--- src/rtl/qte_pkg.sv ---
// ----------------------------------------------------------------------------
// qte_pkg
// Shared types, widths and the CORDIC angle table for the quaternion to
// Euler angle converter.
// ----------------------------------------------------------------------------
`default_nettype none

package qte_pkg;

  localparam int QW        = 16;
  localparam int OPW       = 36;
  localparam int ACC_W     = 30;
  localparam int ACC_FRAC  = 20;
  localparam int SQ_W      = 61;
  localparam int SQ_STEPS  = 31;
  localparam int ROOT_W    = 31;
  localparam int A_W       = 32;
  localparam int XZ_W      = 16;
  localparam int Y_W       = 15;
  localparam int TAB_LEN   = 24;

  typedef struct packed {
    logic signed [OPW-1:0]   x;
    logic signed [OPW-1:0]   y;
    logic signed [ACC_W-1:0] z;
    logic                    zero;
  } cordic_t;

  typedef struct packed {
    logic [SQ_W-1:0] n;
    logic [SQ_W-1:0] res;
  } sqrt_t;

  typedef struct packed {
    logic signed [33:0]    nx;
    logic signed [33:0]    ny;
    logic signed [33:0]    zx;
    logic signed [33:0]    zy;
    logic signed [A_W-1:0] a;
    logic                  clamped;
  } side_t;

  // atan(2^-i) in degrees, 20 fraction bits
  function automatic logic signed [ACC_W-1:0] atan_deg(input int i);
    case (i)
      0:       atan_deg = 30'sd47185920;
      1:       atan_deg = 30'sd27855475;
      2:       atan_deg = 30'sd14718068;
      3:       atan_deg = 30'sd7471121;
      4:       atan_deg = 30'sd3750058;
      5:       atan_deg = 30'sd1876857;
      6:       atan_deg = 30'sd938658;
      7:       atan_deg = 30'sd469357;
      8:       atan_deg = 30'sd234682;
      9:       atan_deg = 30'sd117342;
      10:      atan_deg = 30'sd58671;
      11:      atan_deg = 30'sd29335;
      12:      atan_deg = 30'sd14668;
      13:      atan_deg = 30'sd7334;
      14:      atan_deg = 30'sd3667;
      15:      atan_deg = 30'sd1833;
      16:      atan_deg = 30'sd917;
      17:      atan_deg = 30'sd458;
      18:      atan_deg = 30'sd229;
      19:      atan_deg = 30'sd115;
      20:      atan_deg = 30'sd57;
      21:      atan_deg = 30'sd29;
      22:      atan_deg = 30'sd14;
      23:      atan_deg = 30'sd7;
      default: atan_deg = '0;
    endcase
  endfunction

  // saturate to +-lim degrees, round half away from zero
  function automatic logic [XZ_W-1:0] finish_angle(
    input logic signed [ACC_W-1:0] acc,
    input logic                    zero,
    input logic signed [ACC_W-1:0] lim,
    input int                      sh
  );
    logic signed [ACC_W-1:0] a;
    logic [ACC_W-1:0]        mag;
    logic [ACC_W-1:0]        rnd;
    a = zero ? '0 : acc;
    if (a > lim) a = lim;
    if (a < -lim) a = -lim;
    mag = a[ACC_W-1] ? ACC_W'(-a) : ACC_W'(a);
    rnd = (mag + (ACC_W'(1) << (sh - 1))) >> sh;
    finish_angle = a[ACC_W-1] ? XZ_W'(-rnd) : XZ_W'(rnd);
  endfunction

endpackage

`default_nettype wire

--- src/rtl/qte_prerot.sv ---
// ----------------------------------------------------------------------------
// qte_prerot
// Quadrant fold ahead of the CORDIC row: turns a left half-plane vector by
// 90 degrees and marks the all-zero vector.
// ----------------------------------------------------------------------------
`default_nettype none

module qte_prerot
  import qte_pkg::*;
(
  input  wire logic                  clk,
  input  wire logic                  en,
  input  wire logic signed [OPW-1:0] xin,
  input  wire logic signed [OPW-1:0] yin,
  output cordic_t                    dout
);

  cordic_t dout_next;

  always_comb begin
    dout_next.x    = xin;
    dout_next.y    = yin;
    dout_next.z    = '0;
    dout_next.zero = (xin == '0) && (yin == '0);
    if (xin[OPW-1]) begin
      if (!yin[OPW-1]) begin
        dout_next.x = yin;
        dout_next.y = -xin;
        dout_next.z = ACC_W'(90) <<< ACC_FRAC;
      end else begin
        dout_next.x = -yin;
        dout_next.y = xin;
        dout_next.z = -(ACC_W'(90) <<< ACC_FRAC);
      end
    end
  end

  always_ff @(posedge clk) begin
    if (en) begin
      dout <= dout_next;
    end
  end

endmodule

`default_nettype wire

--- config.mk ---
export PLATFORM = sky130hd
export DESIGN_NAME = qte_prerot
export DESIGN_NICKNAME = d
export VERILOG_FILES = /design/src/rtl/qte_pkg.sv /design/src/rtl/qte_prerot.sv
export SDC_FILE = /design/constraint.sdc
export NUM_CORES = 1
export LEC_CHECK = 0
export BUFFER_PORTS_ARGS = -buffer_cell sky130_fd_sc_hd__clkbuf_2
export CELL_PAD_IN_SITES_DETAIL_PLACEMENT = 0
export CELL_PAD_IN_SITES_GLOBAL_PLACEMENT = 2
export CORE_UTILIZATION = 27
export DETAILED_ROUTE_END_ITERATION = 12
export PLACE_DENSITY = 0.76
export SETUP_SLACK_MARGIN = 0.3
export SYNTH_ARGS = -nofsm -noshare
export SYNTH_HDL_FRONTEND = slang
export SYNTH_SLANG_ARGS = --single-unit
--- constraint.sdc ---
create_clock -name clk -period 2.25 [get_ports clk]
set_clock_uncertainty 0.15 [all_clocks]
set_input_delay 0.1125 -clock clk [delete_from_list [all_inputs] [get_ports clk]]
set_output_delay 0.1125 -clock clk [all_outputs]
set_load 0.02 [all_outputs]
==> results.cfg <==
[floorplan]
initial_core_util_pct = 27.6
rows = 49
die_w_um = 138
ios = 177
die_y_um = 138
dieArea_um2 = 19000
core_area_um2 = 18000

[place]
place_congestion = 0.827
port_buffers = 155
place_hpwl_mm = 11.8
dp_worst_setup_slack_ps = -148

[grt]
grt_max_degree = 53
grt_pass1_wl_mm = 23.0
grt.total_usage_pct = 16.4
grt_antenna_before_repair = 0
grt_overflow = 0
grt_pass1_vias = 4253

[pwr]
switching_power_mw = 1.22
intPower_mw = 2.81
p_comb_share_pct = 24.0
p_seq_share_pct = 44.1
pwr_density_cell_nw_per_um2 = 616
p_leak_nw = 2.60
peakVddDrop_v = 0.000312
swShare_pct = 30.3
pwr-share-clk_pct = 32.0

[critical_path]
cp.required_ps = 2170
crit_path_max_incr_delay_ps = 540
critPathTopFamily = simple AND/OR/NAND/NOR gates
start_kind = input pin
slowest_stage = or4_4
arrival_ps = 1780
path_max_fanout = 6
crit_type = in -> reg
crit_chain = clkbuf_2, or4_4, buf_6, buf_4, nor4_1, buf_4, a21oi_1, xnor2_1, a21oi_1
endpoint_kind = flip-flop
path_buf_inv = 4

[finish]
largest_reg_flops = 76
antenna_cells = 0
regMostFlops = dout
top_regs = dout (76)
fillers = 1931
fin_nets = 777
drive_gt1_share_pct = 33.5
area_growth_pct = 31.8

[timing]
fin_setup_tns_ps = 0
worst_slack_ps = 391
period_needed_ps = 1860
max_freq_ghz = 0.538
setup_viol = 0
hold_ws_ps = 10.7
rsz0062_at_grt = true
maxSlewHeadroom_pct = 64.1
slew_violations = 0
final-hold-violation-count = 0
period_share_pct = 82.6
worst_slew_pin_slew_ps = 538

[synthesis]
syn_inst = 523
synth_compound_area_share_pct = 14.8
syn_area_per_cell_um2 = 9.50
ys_types = 49
synth_edf_count = 76
synth_xor_area_share_pct = 11.3
synth_top_family_by_area = simple AND/OR/NAND/NOR gates
async_flop_share_pct = 0
yosys.area_share.simple_pct = 18.9
synthAdderAreaFrac_pct = 0.503
yosys_warnings = 0
muxShareOfSynthArea_pct = 1.08
synth-main-ff-cell = edfxtp_1
ys_ff_latch = 76
yosysSeqAreaShare_pct = 45.9
syn_area_um2 = 4970

[clock_network]
cts_buffers = 9
cts_buffer_depth = 2
cts_tree = yes
h-tree-depth = 3
root_buffer = clkbuf_16
cts_sinks = 76
clk_pin_slew_ps = 60
cts_setup_buffers = 0

[route]
vias = 4558
first_pass_iters = 5
via_per_inst = 4.88
wl_mm = 15.4
routedWlPerCell_um = 16.5
drtIter0Drc = 245
ant_nets = 0
drc = 0

[worst_hold_path]
hold_path_class = in -> reg

[run_status]
outcome = finished, final reports clean

[run]
cap_violations = 0
-- placed cells by master (no fill, tap or decap), types with 4 or more instances in the layout --
| cell type | count |
|---|---|
| or3_1 | 4 |
| nand2b_1 | 4 |
| nor3_1 | 16 |
| clkbuf_2 | 153 |
| nand4_1 | 4 |
| a31oi_1 | 6 |
| o31ai_1 | 12 |
| buf_4 | 44 |
| or4_4 | 4 |
| nor4_1 | 15 |
| inv_1 | 8 |
| o21ai_0 | 4 |
| xor2_1 | 31 |
| a41oi_1 | 5 |
| dlygate4sd3_1 | 6 |
| o21ai_1 | 5 |
| o41ai_1 | 7 |
| clkbuf_16 | 9 |
| nor2_1 | 93 |
| conb_1 | 21 |
| or4_1 | 5 |
| nand2_1 | 14 |
| xnor2_1 | 33 |
| edfxtp_1 | 76 |
| a21oi_1 | 74 |
-- layout make-up --
type | instances | area, µm² | share of cell area (%)
tap | 229 | 287 | 4.37
clock inverter | 3 | 15.0 | 0.229
sequential | 76 | 2280 | 34.8
inverter | 8 | 30.0 | 0.458
clock buffer | 12 | 236 | 3.61
timing repair buffer | 208 | 1240 | 18.9
multi-input combinational | 398 | 2460 | 37.6
-- through the flow --
step                cells  instance area (µm²)  util (%)  power (mW)
detailed placement    913                 6170      34.2        2.77
CTS                   934                 6490      36.0        4.08
global placement      913                 6170      34.2        2.76
global route          934                 6550      36.3        4.23
finish                934                 6550      36.3        4.03
floorplan             543                 5080         -        2.39
-- routing by layer --
layer / vias to the layer above / part of all wire (%) / GRT usage (%)
met1: 2161 / 45 / 21.2
met3: 16 / 5.8 / 3.35
met2: 146 / 48 / 27.1
li1: 2235 / - / -
met5: - / 0 / 0
met4: 0 / 1.4 / 5.25
-- logic make-up after synthesis --
group / Yosys count
xor gates and xnor gates: 64
adders and majority gates: 2
and+or+nand+nor: 184
AOI/OAI and AO/OA: 122
other: 1
muxes: 5
DFF: 76
buffers and inverters: 69
-- power by group through the flow --
stage | clock [mW] | sequential (mW) | combinational (mW)
2_1_floorplan | 0 | 1.98 | 0.404
3_3_place_gp | 0 | 1.81 | 0.953
3_5_place_dp | 0 | 1.81 | 0.956
4_1_cts | 1.33 | 1.78 | 0.970
5_1_grt | 1.39 | 1.79 | 1.05
6_report | 1.29 | 1.78 | 0.967
-- path summary, 6_finish.rpt --
| check | from | to | slack, ps | cells past startpoint |
|---|---|---|---|---|
| worst min-delay path | yin[30] | dout[61] | 10 | 2 |
| worst max-delay path | xin[7] | dout[50] | 390 | 9 |
-- synthesized netlist by cell type (9+ instances only) --
master	n	area [µm²]
nor4_1	16	100
clkbuf_1	27	101
nor2_1	93	349
nand2_1	14	52.6
a21oi_1	74	370
o31ai_1	12	90.1
nor3_1	18	90.1
o41ai_1	9	78.8
buf_4	27	203
xor2_1	31	272
edfxtp_1	76	2280
xnor2_1	33	289
-- timing repair --
action / CTS / global route
setup endpoints to repair: 1 / 18
hold buffers: 6 / 0
resized for setup: 1 / 11
endpoints found under the hold margin: 5 / 0
cloned: 0 / 0
pin swaps: 0 / 4
Note: power is estimated with default switching activity, not from simulation.
