`src/rtl/qte_pkg.sv`:
```
// ----------------------------------------------------------------------------
// qte_pkg
// Shared types, widths and the CORDIC angle table for the quaternion to
// Euler angle converter.
// ----------------------------------------------------------------------------
`default_nettype none

package qte_pkg;

  localparam int QW        = 16;
  localparam int OPW       = 36;
  localparam int ACC_W     = 30;
  localparam int ACC_FRAC  = 20;
  localparam int SQ_W      = 61;
  localparam int SQ_STEPS  = 31;
  localparam int ROOT_W    = 31;
  localparam int A_W       = 32;
  localparam int XZ_W      = 16;
  localparam int Y_W       = 15;
  localparam int TAB_LEN   = 24;

  typedef struct packed {
    logic signed [OPW-1:0]   x;
    logic signed [OPW-1:0]   y;
    logic signed [ACC_W-1:0] z;
    logic                    zero;
  } cordic_t;

  typedef struct packed {
    logic [SQ_W-1:0] n;
    logic [SQ_W-1:0] res;
  } sqrt_t;

  typedef struct packed {
    logic signed [33:0]    nx;
    logic signed [33:0]    ny;
    logic signed [33:0]    zx;
    logic signed [33:0]    zy;
    logic signed [A_W-1:0] a;
    logic                  clamped;
  } side_t;

  // atan(2^-i) in degrees, 20 fraction bits
  function automatic logic signed [ACC_W-1:0] atan_deg(input int i);
    case (i)
      0:       atan_deg = 30'sd47185920;
      1:       atan_deg = 30'sd27855475;
      2:       atan_deg = 30'sd14718068;
      3:       atan_deg = 30'sd7471121;
      4:       atan_deg = 30'sd3750058;
      5:       atan_deg = 30'sd1876857;
      6:       atan_deg = 30'sd938658;
      7:       atan_deg = 30'sd469357;
      8:       atan_deg = 30'sd234682;
      9:       atan_deg = 30'sd117342;
      10:      atan_deg = 30'sd58671;
      11:      atan_deg = 30'sd29335;
      12:      atan_deg = 30'sd14668;
      13:      atan_deg = 30'sd7334;
      14:      atan_deg = 30'sd3667;
      15:      atan_deg = 30'sd1833;
      16:      atan_deg = 30'sd917;
      17:      atan_deg = 30'sd458;
      18:      atan_deg = 30'sd229;
      19:      atan_deg = 30'sd115;
      20:      atan_deg = 30'sd57;
      21:      atan_deg = 30'sd29;
      22:      atan_deg = 30'sd14;
      23:      atan_deg = 30'sd7;
      default: atan_deg = '0;
    endcase
  endfunction

  // saturate to +-lim degrees, round half away from zero
  function automatic logic [XZ_W-1:0] finish_angle(
    input logic signed [ACC_W-1:0] acc,
    input logic                    zero,
    input logic signed [ACC_W-1:0] lim,
    input int                      sh
  );
    logic signed [ACC_W-1:0] a;
    logic [ACC_W-1:0]        mag;
    logic [ACC_W-1:0]        rnd;
    a = zero ? '0 : acc;
    if (a > lim) a = lim;
    if (a < -lim) a = -lim;
    mag = a[ACC_W-1] ? ACC_W'(-a) : ACC_W'(a);
    rnd = (mag + (ACC_W'(1) << (sh - 1))) >> sh;
    finish_angle = a[ACC_W-1] ? XZ_W'(-rnd) : XZ_W'(rnd);
  endfunction

endpackage

`default_nettype wire

```
`src/rtl/qte_sqrt_cell.sv`:
```
// ----------------------------------------------------------------------------
// qte_sqrt_cell
// One digit step of the pipelined integer square root.
// ----------------------------------------------------------------------------
`default_nettype none

module qte_sqrt_cell
  import qte_pkg::*;
#(
  parameter int BIT_POS = 60
) (
  input  wire logic  clk,
  input  wire logic  en,
  input  wire sqrt_t din,
  output sqrt_t      dout
);

  logic [SQ_W-1:0] bitv;
  logic [SQ_W-1:0] trial;
  sqrt_t           dout_next;

  assign bitv  = SQ_W'(1) << BIT_POS;
  assign trial = din.res + bitv;

  always_comb begin
    if (din.n >= trial) begin
      dout_next.n   = din.n - trial;
      dout_next.res = (din.res >> 1) + bitv;
    end else begin
      dout_next.n   = din.n;
      dout_next.res = din.res >> 1;
    end
  end

  always_ff @(posedge clk) begin
    if (en) begin
      dout <= dout_next;
    end
  end

endmodule

`default_nettype wire

```
`config.mk`:
```
export PLATFORM = sky130hd
export DESIGN_NAME = qte_sqrt_cell
export DESIGN_NICKNAME = d
export VERILOG_FILES = /design/src/rtl/qte_pkg.sv /design/src/rtl/qte_sqrt_cell.sv
export SDC_FILE = /design/constraint.sdc
export NUM_CORES = 1
export LEC_CHECK = 0
export BUFFER_PORTS_ARGS = -buffer_cell sky130_fd_sc_hd__buf_4
export CORE_MARGIN = 5
export CORE_UTILIZATION = 25
export CTS_CLUSTER_SIZE = 8
export DETAILED_ROUTE_END_ITERATION = 6
export PLACE_DENSITY = 0.56
export SLEW_MARGIN = 0
export SYNTH_ARGS = -nofsm -noshare
export SYNTH_HDL_FRONTEND = slang
export SYNTH_SLANG_ARGS = --single-unit
```
`constraint.sdc`:
```
create_clock -name clk -period 4.35 [get_ports clk]
set_input_delay 0.87 -clock clk [delete_from_list [all_inputs] [get_ports clk]]
set_output_delay 0.87 -clock clk [all_outputs]
set_load 0.02 [all_outputs]
```
==> summary.txt, run 1 <==
Status - finished clean
Total gr overflow - 0
Leakage power - 0.00488 uW
Chip width - 195 microns
I/O pins - 246
Largest register FFs - 122
Count of cell types in the netlist - 67
Post-layout nets - 1269
Vias in the first global route - 7417
CTS tree - yes
Regs by FF count - dout (122)
Setup total negative slack - 0 ns
Hold buffers post-CTS - 0
Post-layout min period - 3.64 ns
PortBufs - 245
Clock root buffer - clkbuf_16
Slew margin rel. - 39.8%
Period utilization - 83.6%
Min-Delay Endpoint - dout[39]
Yosys warns - 0
Largest net degree at the start of global routing - 89
Hold Path Origin - din[40]
Met1 global-route usage - 17.5%
Most flops, register - dout
Final WL - 27.3 mm
Routed vias - 7125
Peak VDD IR - 273 uV
Initial Utilization - 25.4%
Critical Path AT - 3.83 ns
Site Rows - 67
PostCTS Resize Cnt - 0
Flops & latches, synth - 122
Register area share after synthesis - 42.9%
Tot GR Track Use - 14.1%
Async SR Flop Fraction - 0%
DR WL/cell - 17.7 microns
Fillers - 3463
H-tree Lvls - 4
RSZ-0062 raised after global routing - no
Clock sink count - 122
Share of cells above drive strength 1 - 33.9%
Dpl cell area - 0.0108 sq mm
Via density - 4.61
Drt initial violations - 385
Hold/Removal Path Class - primary input to flop
Critical Path Start - din[0]
Fin area - 0.0114 sq mm
CP Launch Type - primary input
Critical Path End Type - flop
# setup viols final - 0
Max-cap violations - 0
DRC Markers - 0
Max Fanout on Critical Path - 4
Pwr/cell area - 374 mW/mm^2
Hold path depth - 1
Met2 Use GR - 23.0%
First-pass GRT wire length - 41.8 mm
Met3 layer usage reported by global route - 4.66%
CTS Buf Count - 17
Mapped Area - 0.00854 sq mm
Layout Area Growth over Synthesis - 33.2%
HPWL Detailed - 21.9 mm
Worst EP required - 4.54 ns
CTS Buffer Depth - 2
Clock transition at path regs - 0.06 ns
Initial antenna violation count - 3
Max Clk Rate - 275 MHz
Die area - 0.0379 sq mm
Slew Limit Fails - 0
First drt pass iteration count - 5
Setup bufs post-CTS - 0
Avg Inst Size Synth - 10.1 sq um
Total nets after synthesis - 1032
Core Region - 0.0336 sq mm
Routability-driven placement congestion ratio - 0.854
Die height - 195 microns
Worst-Margin Slew - 0.903 ns
Kind of critical path - primary input to flop
Top FF cell, synth - edfxtp_1
Count of mapped cells out of synthesis - 846
Hold Vio Cnt, Final - 0
Global route hottest layer - met2
Number of synthesized flops with an enable pin - 122
Antenna-violating nets left - 0
## placed cells by master, fill, tap and decap left out, drive strengths merged, types with 9 or more instances in the layout
master	netlist	layout
a21oi	115	115
xnor2	27	27
o21a	9	9
nand2	55	55
clkbuf	14	19
nor3	10	10
o21ai	30	30
edfxtp	122	122
inv	70	70
buf	30	262
ha	61	61
a21o	32	32
nand4	28	28
xor2	30	30
mux2	19	19
nor2	86	86
nand3	9	9
o21bai	18	18
## area by class of cell
type / instances / area [sq um] / area share [%]
Multi-Input combinational cell: 610 / 4320 / 38.0
Sequential cell: 122 / 3660 / 32.2
Tap cell: 448 / 561 / 4.93
Timing Repair Buffer: 262 / 2000 / 17.6
Clock inverter: 13 / 129 / 1.13
Clock buffer: 19 / 433 / 3.81
Antenna cell: 3 / 7.51 / 0.0660
Inverter: 70 / 263 / 2.31
## layer usage
metal,wire length (microns),share of wire [%]
met2,12800,47
met3,1910,7.0
met4,607,2.2
met5,20,0.073
met1,11900,44
## how the worst max path moves through the flow
| stage | end | slack [ns] |
|---|---|---|
| after floorplan | dout[119] | 0.71 |
| after global routing | dout[120] | 0.45 |
| after CTS | dout[119] | 0.72 |
| after global placement | dout[119] | 0.30 |
| final | dout[119] | 0.71 |
| after detailed placement | dout[102] | 0.26 |
## worst max-delay path: stages
cell and delay, ns:
buf_4 0.11, ha_1 0.22, fa_1 0.41, nor2b_1 0.16, o31a_1 0.20, o31a_1 0.23
o2111ai_2 0.16, a32o_2 0.36, o41ai_2 0.29, a31oi_2 0.20, o31ai_2 0.27, xor2_1 0.09
mux2_2 0.26
## per-stage QoR
step           total power, uW  std cells  hold slack, ns  utilization [%]  setup slack (ns)
4_1_cts                   4320       1544           0.585             33.8             0.724
6_report                  4250       1547           0.611             33.8             0.713
3_5_place_dp              2870       1512            1.06             32.1             0.264
3_3_place_gp              2860       1512            1.06             32.1             0.296
5_1_grt                   4490       1546           0.585             33.8             0.453
2_1_floorplan             2360        846           0.969                -             0.714
## kinds of logic (layout without fill, tap and decap cells)
family	after synthesis	count (layout)	share of synthesized area, %
buf+inv	114	364	6.55
fa+ha+maj	62	62	9.17
flops	122	122	42.9
xor+xnor	57	57	5.85
simple gates	226	226	13.4
mux	19	19	2.51
other cells	0	3	0
compound gates	246	246	19.6
## power breakdown
group	total (uW)	internal, uW	switching (uW)
Combinational	1340	564	772
Clock	1420	835	584
Sequential	1500	1460	36.2
## cells in the mapped netlist (all sizes together) (19+ instances only)
master | instances | area [sq um]
buf | 30 | 244
a21oi | 115 | 681
nand4 | 28 | 181
ha | 61 | 763
xnor2 | 27 | 236
nor2 | 86 | 370
nand2 | 55 | 209
o21ai | 30 | 150
xor2 | 30 | 263
a21o | 32 | 240
inv | 70 | 263
edfxtp | 122 | 3660
mux2 | 19 | 214
No activity file was read; power rests on OpenSTA's default activity.
==> inputs of run 2 (changes only) <==
--- a/config.mk
+++ b/config.mk
@@ -10,7 +10,7 @@
 export CORE_UTILIZATION = 25
 export CTS_CLUSTER_SIZE = 8
 export DETAILED_ROUTE_END_ITERATION = 6
-export PLACE_DENSITY = 0.56
+export PLACE_DENSITY = 0.58
 export SLEW_MARGIN = 0
 export SYNTH_ARGS = -nofsm -noshare
 export SYNTH_HDL_FRONTEND = slang
==> constraint.sdc (replaced) <==
create_clock -name clk -period 3.3 [get_ports clk]
set_input_delay 0.66 -clock clk [delete_from_list [all_inputs] [get_ports clk]]
set_output_delay 0.66 -clock clk [all_outputs]
set_load 0.02 [all_outputs]
==> run 2 against run 1 <==
Via count rose by 8.0%. Combinational power rose by 55%. Clock-buffer cell count fell by 2. First-iteration DRC count rose by 31%. Critical path depth rose by 1. Core utilization rose by 4.7 points. Worst hold slack got worse by 0.21 ns. Clock power rose by 42%. Cell count rose by 11%. Global-route usage rose by 0.60 points. Critical endpoint unchanged.
==> summary.txt, run 2 (synthesis gave the netlist of run 1 again) <==
Drt initial violations - 503
Initial Utilization - 25.4%
Hold Vio Cnt, Final - 0
Clock transition at path regs - 0.06 ns
Seq. cell area - 0.00366 sq mm
I/O pins - 246
Largest net degree at the start of global routing - 56
CP peak stage delay - 0.36 ns
Max-cap violations - 0
Most flops, register - dout
First-pass GRT wire length - 44.2 mm
Worst-Margin Slew - 0.515 ns
Ant diodes - 0
Critical Path AT - 3.46 ns
RSZ-0062 raised after global routing - yes
First drt pass iteration count - 5
Kind of critical path - primary input to flop
Die height - 195 microns
Dpl cell area - 0.0122 sq mm
Period utilization - 99.0%
PortBufs - 245
Fin area - 0.0130 sq mm
Final worst slack - 0.0341 ns
Initial antenna violation count - 0
Slew Limit Fails - 0
# setup viols final - 0
Chip width - 195 microns
Worst EP required - 3.49 ns
Pwr/cell area - 468 mW/mm^2
Status - finished clean
Place WS - -0.553 ns
CP most frequent cell - o31a_1
Commonest cells after routing, fill and taps aside - buf_4 (433), edfxtp_1 (122), a21oi_1 (85), inv_1 (69), nor2_1 (66)
Via density - 4.47
Slew margin rel. - 65.7%
CP Launch Type - primary input
Clock sink count - 122
Post-Place Cells - 1689
Regs by FF count - dout (122)
DR WL/cell - 16.5 microns
Largest register FFs - 122
Tot GR Track Use - 14.7%
Slowest library cell on the worst path - fa_2
HPWL Detailed - 23.1 mm
CP Cell Sequence - buf_8 -> inv_8 -> ha_4 -> fa_2 -> nor2b_2 -> o31a_1 -> o31a_1 -> o2111ai_2 -> a32o_2 -> o41ai_4 -> a31oi_4 -> o31ai_4 -> xor2_1 -> mux2_4
Peak VDD IR - 352 uV
Leakage power - 0.00585 uW
Routed vias - 7695
Commonest non-fill, non-tap cell in the layout - buf_4
Total gr overflow - 0
Clock root buffer - clkbuf_16
Final Util - 38.5%
Max Clk Rate - 306 MHz
CTS tree - yes
Share of cells above drive strength 1 - 44.8%
Final cell count without fillers - 1723
CTS Buffer Depth - 2
DRC Markers - 0
Vias in the first global route - 8038
Site Rows - 67
CTS Buf Count - 17
Antenna-violating nets left - 0
Core Region - 0.0336 sq mm
Routability-driven placement congestion ratio - 0.848
Die area - 0.0379 sq mm
Multi-input logic area - 0.00447 sq mm
Layout Area Growth over Synthesis - 51.8%
Critical Path End Type - flop
H-tree Lvls - 4
Max Fanout on Critical Path - 3
Post-layout nets - 1448
Hold/Removal Path Class - primary input to flop
Hold WS - 0.405 ns
Fillers - 3368
Post-layout min period - 3.27 ns
Final WL - 28.4 mm
==> run 2: cell count changes in the layout (fill, tap and decap cells not counted), sizes merged <==
cell / before / now
bufinv: 2 / 3
clkbuf: 19 / 17
diode: 3 / 0
buf: 262 / 441
inv: 70 / 75
clkinv: 7 / 4
clkinvlp: 4 / 3
==> run 2: cell type report <==
| type | count | area share, % |
|---|---|---|
| clock buffers | 17 | 3.28 |
| well taps | 448 | 4.33 |
| inverters | 70 | 2.09 |
| repair buffers | 441 | 26.1 |
| multi-input cells | 610 | 34.5 |
| flip-flops and latches | 122 | 28.3 |
| clock inverters | 15 | 1.45 |
==> run 2: per-layer routing <==
| metal | vias to the layer above | part of all wire [%] | track usage [%] | wire [microns] |
|---|---|---|---|---|
| met5 | - | 0 | 0 | 0 |
| li1 | 3914 | - | - | - |
| met1 | 3580 | 44 | 18.8 | 12600 |
| met4 | 0 | 1.5 | 4.58 | 424 |
| met2 | 182 | 47 | 24.3 | 13500 |
| met3 | 19 | 6.5 | 4.14 | 1860 |
==> run 2: stage by stage <==
step                setup TNS [ns]  power [uW]
global route               -0.0645        6410
floorplan                 -0.00351        3120
CTS                        -0.0124        6140
detailed placement          -21.25        4060
global placement            -20.16        4050
finish                           0        6070
==> run 2: worst max-delay path: cells and delay by family <==
family | cells | cell delay (ns)
simple gates | 1 | 0.13
mux | 1 | 0.26
fa+ha+maj | 2 | 0.51
buf+inv | 2 | 0.12
xor+xnor | 1 | 0.10
compound gates | 7 | 1.67
==> run 2: what timing repair did <==
item | 4_1_cts | 5_1_grt
setup buffers | 2 | 0
hold buffers | 0 | 0
pin swaps | 2 | 9
endpoints found under the setup margin | 5 | 57
gates resized for setup | 5 | 19
==> run 2: report_power, final <==
part	total, uW	leakage [uW]	switching, uW	internal, uW
clock	2010	0.000291	809	1200
sequential	1980	0.00120	51.1	1930
combinational	2080	0.00437	1100	984
==> run 2: worst paths after layout <==
| path | startpoint | endpoint | cells past startpoint |
|---|---|---|---|
| hold / removal | din[3] | dout[2] | 1 |
| setup / recovery | din[61] | dout[119] | 14 |
==> inputs of run 3 (changes only) <==
--- a/config.mk
+++ b/config.mk
@@ -8,6 +8,7 @@
 export BUFFER_PORTS_ARGS = -buffer_cell sky130_fd_sc_hd__buf_4
 export CORE_MARGIN = 5
 export CORE_UTILIZATION = 25
+export CTS_BUF_LIST = sky130_fd_sc_hd__clkbuf_8
 export CTS_CLUSTER_SIZE = 8
 export DETAILED_ROUTE_END_ITERATION = 6
 export PLACE_DENSITY = 0.58
==> constraint.sdc (replaced) <==
create_clock -name clk -period 2.62 [get_ports clk]
set_input_delay 0.524 -clock clk [delete_from_list [all_inputs] [get_ports clk]]
set_output_delay 0.524 -clock clk [all_outputs]
set_load 0.02 [all_outputs]
==> run 3 against run 2 <==
The flow now finishes with violations (setup timing). Core utilization increased by 6.1 points. Setup slack worse by 0.37 ns. Non-clock buffer count increased by 103. Sequential power is 25% higher. Clock power is essentially flat. Via count increased by 7.1%. Worst hold slack got worse by 0.19 ns. Global-route usage increased by 1.2 points. First-iteration DRC count down 29%. Wire length rose by 11%. Largest power group unchanged.
==> summary.txt, run 3 (synthesis gave the netlist of run 1 again) <==
Slew margin rel. - 70.1%
RSZ-0062 raised after global routing - yes
Clock transition at path regs - 0.10 ns
Max Clk Rate - 339 MHz
Sw power - 2660 uW
CP peak stage delay - 0.35 ns
Site Rows - 67
Share of cells above drive strength 1 - 59.9%
Kind of critical path - primary input to flop
Logic gate share of total power - 42.9%
Slowest library cell on the worst path - fa_2
Total power - 7840 uW
Via density - 4.51
# setup viols final - 62
Drt initial violations - 357
Commonest non-fill, non-tap cell in the layout - buf_4
Hold Vio Cnt, Final - 0
Period utilization - 113%
Status - complete, but fails checks
Initial antenna violation count - 2
Peak VDD IR - 260 uV
Final worst slack - -0.332 ns
Antenna-violating nets left - 0
Worst EP required - 2.87 ns
Slew Limit Fails - 0
Worst-Margin Slew - 0.449 ns
Routability-driven placement congestion ratio - 0.832
CTS tree - yes
Switching Fraction - 33.9%
Routed vias - 8242
H-tree Lvls - 4
DR WL/cell - 17.3 microns
Final WL - 31.6 mm
Failing checks - setup timing
Most flops, register - dout
Clock sink count - 122
Min-Delay Endpoint - dout[15]
CP Cell Sequence - buf_8 -> inv_8 -> ha_4 -> fa_2 -> nor2b_2 -> o31a_1 -> o31a_1 -> o2111ai_2 -> a32o_2 -> o41ai_2 -> a31oi_2 -> o31ai_2 -> xor2_1 -> mux2_4
Hold/Removal Path Class - primary input to flop
Critical Path AT - 3.20 ns
HPWL Detailed - 23.4 mm
Leakage power - 0.00654 uW
Max Fanout on Critical Path - 3
Clock root buffer - clkbuf_8
CP Launch Type - primary input
Initial Utilization - 25.4%
Pwr/cell area - 522 mW/mm^2
Clock power frac - 25.5%
I/O pins - 246
Post-layout nets - 1551
Regs by FF count - dout (122)
Fillers - 3158
Hold path depth - 1
PortBufs - 245
Hold buffers post-CTS - 0
Seq pwr share - 31.6%
First drt pass iteration count - 5
Core Region - 0.0336 sq mm
Hold Path Origin - din[16]
Commonest cells after routing, fill and taps aside - buf_4 (481), edfxtp_1 (122), a21oi_2 (56), a21oi_1 (50), nand2_1 (49)
Chip width - 195 microns
Die area - 0.0379 sq mm
Vias in the first global route - 8582
Cell Int Power - 5190 uW
CTS Buf Count - 17
DRC Markers - 0
Largest register FFs - 122
Layout Area Growth over Synthesis - 75.9%
Critical Path End Type - flop
Tot GR Track Use - 15.9%
Post-layout min period - 2.95 ns
Hold WS - 0.217 ns
Total gr overflow - 0
Die height - 195 microns
First-pass GRT wire length - 47.6 mm
Max-cap violations - 0
CTS Buffer Depth - 2
CP most frequent cell - o31a_1
Largest net degree at the start of global routing - 45
run 3: cell count changes in the layout (fill, tap and decap cells not counted), sizes merged:
cell      previous run  this run
clkinvlp             3         1
diode                0         1
clkbuf              17        18
buf                441       543
clkinv               4         5
bufinv               3         4
run 3: timing repair:
| item | CTS | global route |
|---|---|---|
| setup endpoints to repair | 62 | 62 |
| pin swaps | 43 | 23 |
| resized for setup | 172 | 83 |
| setup buffers | 39 | 18 |
| cloned | 6 | 1 |
run 3: worst max-delay path: cells and delay by family:
kind	cells	cell delay (ns)
AOI/OAI and AO/OA	7	1.55
adders and majority gates	2	0.50
muxes	1	0.26
and+or+nand+nor	1	0.14
buffers and inverters	2	0.12
xor gates and xnor gates	1	0.10
run 3: metal layers:
metal,GRT usage [%],vias up,routed length [microns]
met4,4.16,2,534
li1,-,4113,-
met3,4.92,37,2110
met5,0,-,7
met1,20.2,3889,13800
met2,26.4,201,15100
run 3: stage by stage:
stage	cell area, sq um	setup WS [ns]	instances	TNS, ns	util [%]
final	15000	-0.332	1827	-14.55	44.7
after global routing	15000	-0.461	1827	-18.73	44.7
after global placement	12800	-0.930	1734	-52.86	38.1
after detailed placement	12800	-0.997	1734	-57.56	38.1
after CTS	14600	-0.301	1811	-10.34	43.4
after floorplan	8860	-0.548	846	-25.08	-
run 3: cell type report:
class	count	area [sq um]	area share, %
inverter	70	310	2.07
timing repair buffer	544	4560	30.4
multi-input combinational	610	5470	36.4
antenna	1	2.50	0.0167
clock buffer	17	234	1.56
tap	448	561	3.73
sequential	122	3660	24.4
clock inverter	15	214	1.42
run 3: worst max path at each step:
stage               startpoint        end  slack (ns)  depth (start not counted)
finish                 din[61]  dout[119]       -0.33                         14
global route           din[61]  dout[119]       -0.46                         14
CTS                    din[61]  dout[119]       -0.30                         14
detailed placement     din[44]   dout[85]        -1.0                         17
global placement        din[2]  dout[121]       -0.93                         14
floorplan              din[61]  dout[119]       -0.55                         13
run 3: power groups by stage:
| stage | Sequential (uW) | Combinational (uW) | Clock, uW |
|---|---|---|---|
| 4_1_cts | 2480 | 3220 | 2090 |
| 5_1_grt | 2500 | 3600 | 2160 |
| 3_3_place_gp | 2520 | 2740 | 0 |
| 3_5_place_dp | 2520 | 2770 | 0 |
| 6_report | 2480 | 3360 | 2000 |
| 2_1_floorplan | 2810 | 1220 | 0 |
